[src/sv/rlim_ram.sv]
// ============================================================================
// rlim_ram
// Simple dual-port RAM: one write port, one read port with registered data.
// ============================================================================
`default_nettype none

module rlim_ram #(
  parameter int WIDTH = 8,
  parameter int DEPTH = 16
) (
  input  wire logic                                      clk,
  input  wire logic                                      we,
  input  wire logic [((DEPTH > 1) ? $clog2(DEPTH) : 1)-1:0] waddr,
  input  wire logic [WIDTH-1:0]                          wdata,
  input  wire logic                                      re,
  input  wire logic [((DEPTH > 1) ? $clog2(DEPTH) : 1)-1:0] raddr,
  output logic      [WIDTH-1:0]                          rdata
);

  logic [WIDTH-1:0] mem [DEPTH];

  always_ff @(posedge clk) begin
    if (we) begin
      mem[waddr] <= wdata;
    end
    if (re) begin
      rdata <= mem[raddr];
    end
  end

endmodule

`default_nettype wire

[config.mk]
export PLATFORM = sky130hd
export DESIGN_NAME = rlim_ram
export DESIGN_NICKNAME = d
export VERILOG_FILES = /design/src/sv/rlim_ram.sv
export SDC_FILE = /design/constraint.sdc
export NUM_CORES = 1
export LEC_CHECK = 0
export BUFFER_PORTS_ARGS = -buffer_cell sky130_fd_sc_hd__clkbuf_2
export CAP_MARGIN = 20
export CORE_MARGIN = 2
export CORE_UTILIZATION = 40
export CTS_BUF_LIST = sky130_fd_sc_hd__clkbuf_8 sky130_fd_sc_hd__clkbuf_16
export CTS_CLUSTER_SIZE = 25
export DETAILED_ROUTE_END_ITERATION = 10
export PLACE_DENSITY = 0.64
export SLEW_MARGIN = 20
export SYNTH_ARGS = -nofsm -noshare
export SYNTH_HDL_FRONTEND = slang
export SYNTH_SLANG_ARGS = --single-unit
[constraint.sdc]
create_clock -name clk -period 1.5 [get_ports clk]
set_input_delay 0.15 -clock clk [delete_from_list [all_inputs] [get_ports clk]]
set_output_delay 0.15 -clock clk [all_outputs]
set_load 0.005 [all_outputs]
==> results.sh <==
export IMPL_largest_net_degree_at_the_start_of_global_routing=19
export IMPL_cts_clk_slew_worst_paths_ns=0.06
export IMPL_critPathTopFamily="multiplexers"
export IMPL_fin_ws_ns=0.04768
export IMPL_synth_top_area_share=0.7812
export IMPL_synth_top_cells_by_area="edfxtp_1 (78%), mux4_2 (7.8%), mux4_1 (7.0%)"
export IMPL_yosysTopAreaCell="edfxtp_1"
export IMPL_result_of_the_run="completed"
export IMPL_cts_path_max_buffers=2
export IMPL_synth_yosys_seq_area_share=0.7812
export IMPL_crit_path_end_kind="register"
export IMPL_route_detailed_wl_per_inst_um=21.80
export IMPL_nets=308
export IMPL_drtAntennaViolNets=0
export IMPL_timing_rr_start="mem[9][4]"
export IMPL_synth_cell_area_mm2=0.005228
export IMPL_timing_max_slew_rel_slack=0.4022
export IMPL_clock_insertion_delay_worst_skew_ns=0.41
export IMPL_place_hpwl_mm=6.576
export IMPL_portBuffers=26
export IMPL_whs_endpoint="rdata[5]"
export IMPL_area_taken_by_multi_input_logic_gates_mm2=0.001094
export IMPL_critPathMaxFanout=1
export IMPL_cts_made_buffers=17
export IMPL_grt_total_usage=0.1583
export IMPL_crit_required_ns=1.64
export IMPL_route_detailed_vias_per_inst=5.207
export IMPL_place_congestion=0.7030
export IMPL_first_pass_grt_wire_length_mm=15.68
export IMPL_synth_cell_type_count=18
export IMPL_clock_skew_final_ns=0.007557
export IMPL_slowest_delay_ns=0.48
export IMPL_rows=41
export IMPL_min_delay_start="re"
export IMPL_timing_critical_path_cells="mux4_2 > a22oi_2 > nand2_1"
export IMPL_setup_reg_to_reg_worst_slack_ns=0.05
export IMPL_worstMarginPinSlew_ns=0.8934
export IMPL_hold_path_class="input port to register"
export IMPL_design_power_total_uw=8969
export IMPL_cp_arrival_ns=1.59
export IMPL_place_inst=442
export IMPL_report_final_hold_viol_count=0
export IMPL_static_leakage_power_uw=0.002148
export IMPL_worst_ir_drop_vdd_mv=0.8545
export IMPL_grt_setup_unrepaired="no"
export IMPL_floorplan_initialDensity=0.4126
export IMPL_maxSlewViolCount=0
export IMPL_netlist_instances=229
export IMPL_fraction_of_final_layout_cells_with_drive_strength_greater_than_1=0.3510
export IMPL_final_period_utilization=0.9682
export IMPL_dpl_worst_slack_ns=-0.2660
export IMPL_setup_violations=0
export IMPL_cts_tree="built"
export IMPL_placedInstanceArea_mm2=0.005717
export IMPL_timing_rr_end="rdata[4]"
export IMPL_postCtsHoldBufs=0
export IMPL_fillCellCount=1020
export IMPL_clock_tree_htree_level_count=4
export IMPL_post_synth_cell_area_avg_um2=22.83
export IMPL_die_area_mm2=0.01400
export IMPL_min_tclk_post_route_ns=1.452
export IMPL_max_cap_viol_count=0
export IMPL_synth_seq_cells=136
export IMPL_drtIter0Drc=263
export IMPL_min_delay_path_depth=1
export IMPL_timing_hold_ws_ns=0.1462
export IMPL_timing_setup_critical_path_class="register to register"
export IMPL_overflow=0
export IMPL_die_height_um=118.3
export IMPL_cts_root_buffer="clkbuf_16"
export IMPL_dr_vias=2468
export IMPL_drcViolationCount=0
export IMPL_cellPowerDensity_mw_per_mm2=1411
export IMPL_final_area_mm2=0.006357
export IMPL_num_antenna_cells=0
export IMPL_worst_r2r_path_depth=3
export IMPL_synth_net_count=248
export IMPL_postRouteWirelength_mm=10.34
export IMPL_coreArea_mm2=0.01267
export IMPL_maxClockFrequency_mhz=688.6
export IMPL_worstPathBufferInverterCount=0
export IMPL_synthToLayoutAreaGrowth_pct=21.61
export IMPL_grt_antenna_before_repair=0
export IMPL_clock_sinks=136
export IMPL_postCtsSetupRepairBufs=0
export IMPL_final_cells=474
export IMPL_register_area_mm2=0.004084
export IMPL_drt_pass_1_iters=4
export IMPL_timing_critical_path_from_type="register"
export IMPL_total_of_warnings_raised_by_yosys=0
export IMPL_die_w_um=118.3
export IMPL_via_count_of_the_first_global_routing_pass=2656
export IMPL_worst_path_max_delay_cell="mux4_2"
export IMPL_num_io_pins=27
## synth_stat cells (all sizes together)
library cell   instances
edfxtp               136
mux4                  32
a22oi                 16
nor2                  13
nand2                  9
buf                    7
nor3                   4
clkdlybuf4s25          3
nand2b                 2
nand3b                 2
and2                   1
and2b                  1
nand3                  1
nor2b                  1
or3b                   1
## flip-flops by register name, summed over array words and instances (netlist names)
signal,flops
mem,128
rdata,8
## routing by layer
metal | part of all wire | track usage | up-vias | wire [um]
met4 | 0.0083 | 0.05873 | 0 | 86
met1 | 0.42 | 0.2223 | 1269 | 4354
met5 | 0 | 0 | - | 0
met2 | 0.49 | 0.2402 | 95 | 5067
li1 | - | - | 1098 | -
met3 | 0.080 | 0.04006 | 6 | 827
## report_power, final
group	switching [uW]	internal, uW	leakage, uW
combinational	232	186	0.000621
clock	1490	2750	0.000291
sequential	23.0	4280	0.00124
## how the worst max path moves through the flow
stage	from	endpoint	slack (ns)	cells after the start
final	mem[9][4]	rdata[4]	0.05	3
after global placement	raddr[0]	rdata[5]	-0.28	6
after global routing	mem[11][4]	rdata[4]	0.001	3
after detailed placement	raddr[0]	rdata[5]	-0.27	6
after floorplan	raddr[0]	rdata[1]	0.07	5
after CTS	mem[6][2]	rdata[2]	0.01	3
## kinds of logic (layout without fill, tap and decap cells)
logic type | Yosys count | in the layout | synth area share
mux | 32 | 32 | 0.1479
flops | 136 | 136 | 0.7812
compound gates | 16 | 16 | 0.02298
simple gates | 35 | 35 | 0.03136
buf+inv | 10 | 83 | 0.01651
## cell type report
cell class,count,share of cell area
repair buffers,51,0.05589
multi-input cells,83,0.1720
flip-flops and latches,136,0.6424
clock inverters,15,0.02893
clock buffers,17,0.06692
well taps,172,0.03385
## cells in the final DEF (no fill, tap or decap), types with 3 or more instances in the layout
cell	count
clkinv_1	4
nor2_1	13
clkbuf_2	26
mux4_2	19
edfxtp_1	136
nand2_1	9
bufinv_16	4
a22oi_1	9
nor3_1	3
clkbuf_16	17
mux4_1	13
buf_12	3
clkinvlp_4	3
a22oi_2	7
buf_4	22
## metrics by stage
stage / setup TNS [ns] / utilization
floorplan: 0 / -
global placement: -1.615 / 0.4512
detailed placement: -1.815 / 0.4512
CTS: 0 / 0.5001
global route: 0 / 0.5017
finish: 0 / 0.5017
## worst register-to-register path, stage by stage (launching register included)
cell,delay (ns)
edfxtp_1,0.37
mux4_2,0.48
a22oi_2,0.21
nand2_1,0.12
## what timing repair did
action | CTS | global route
gates resized for setup | 4 | 4
pin swaps | 0 | 2
setup endpoints to repair | 2 | 6
No activity file was read; power rests on OpenSTA's default activity.
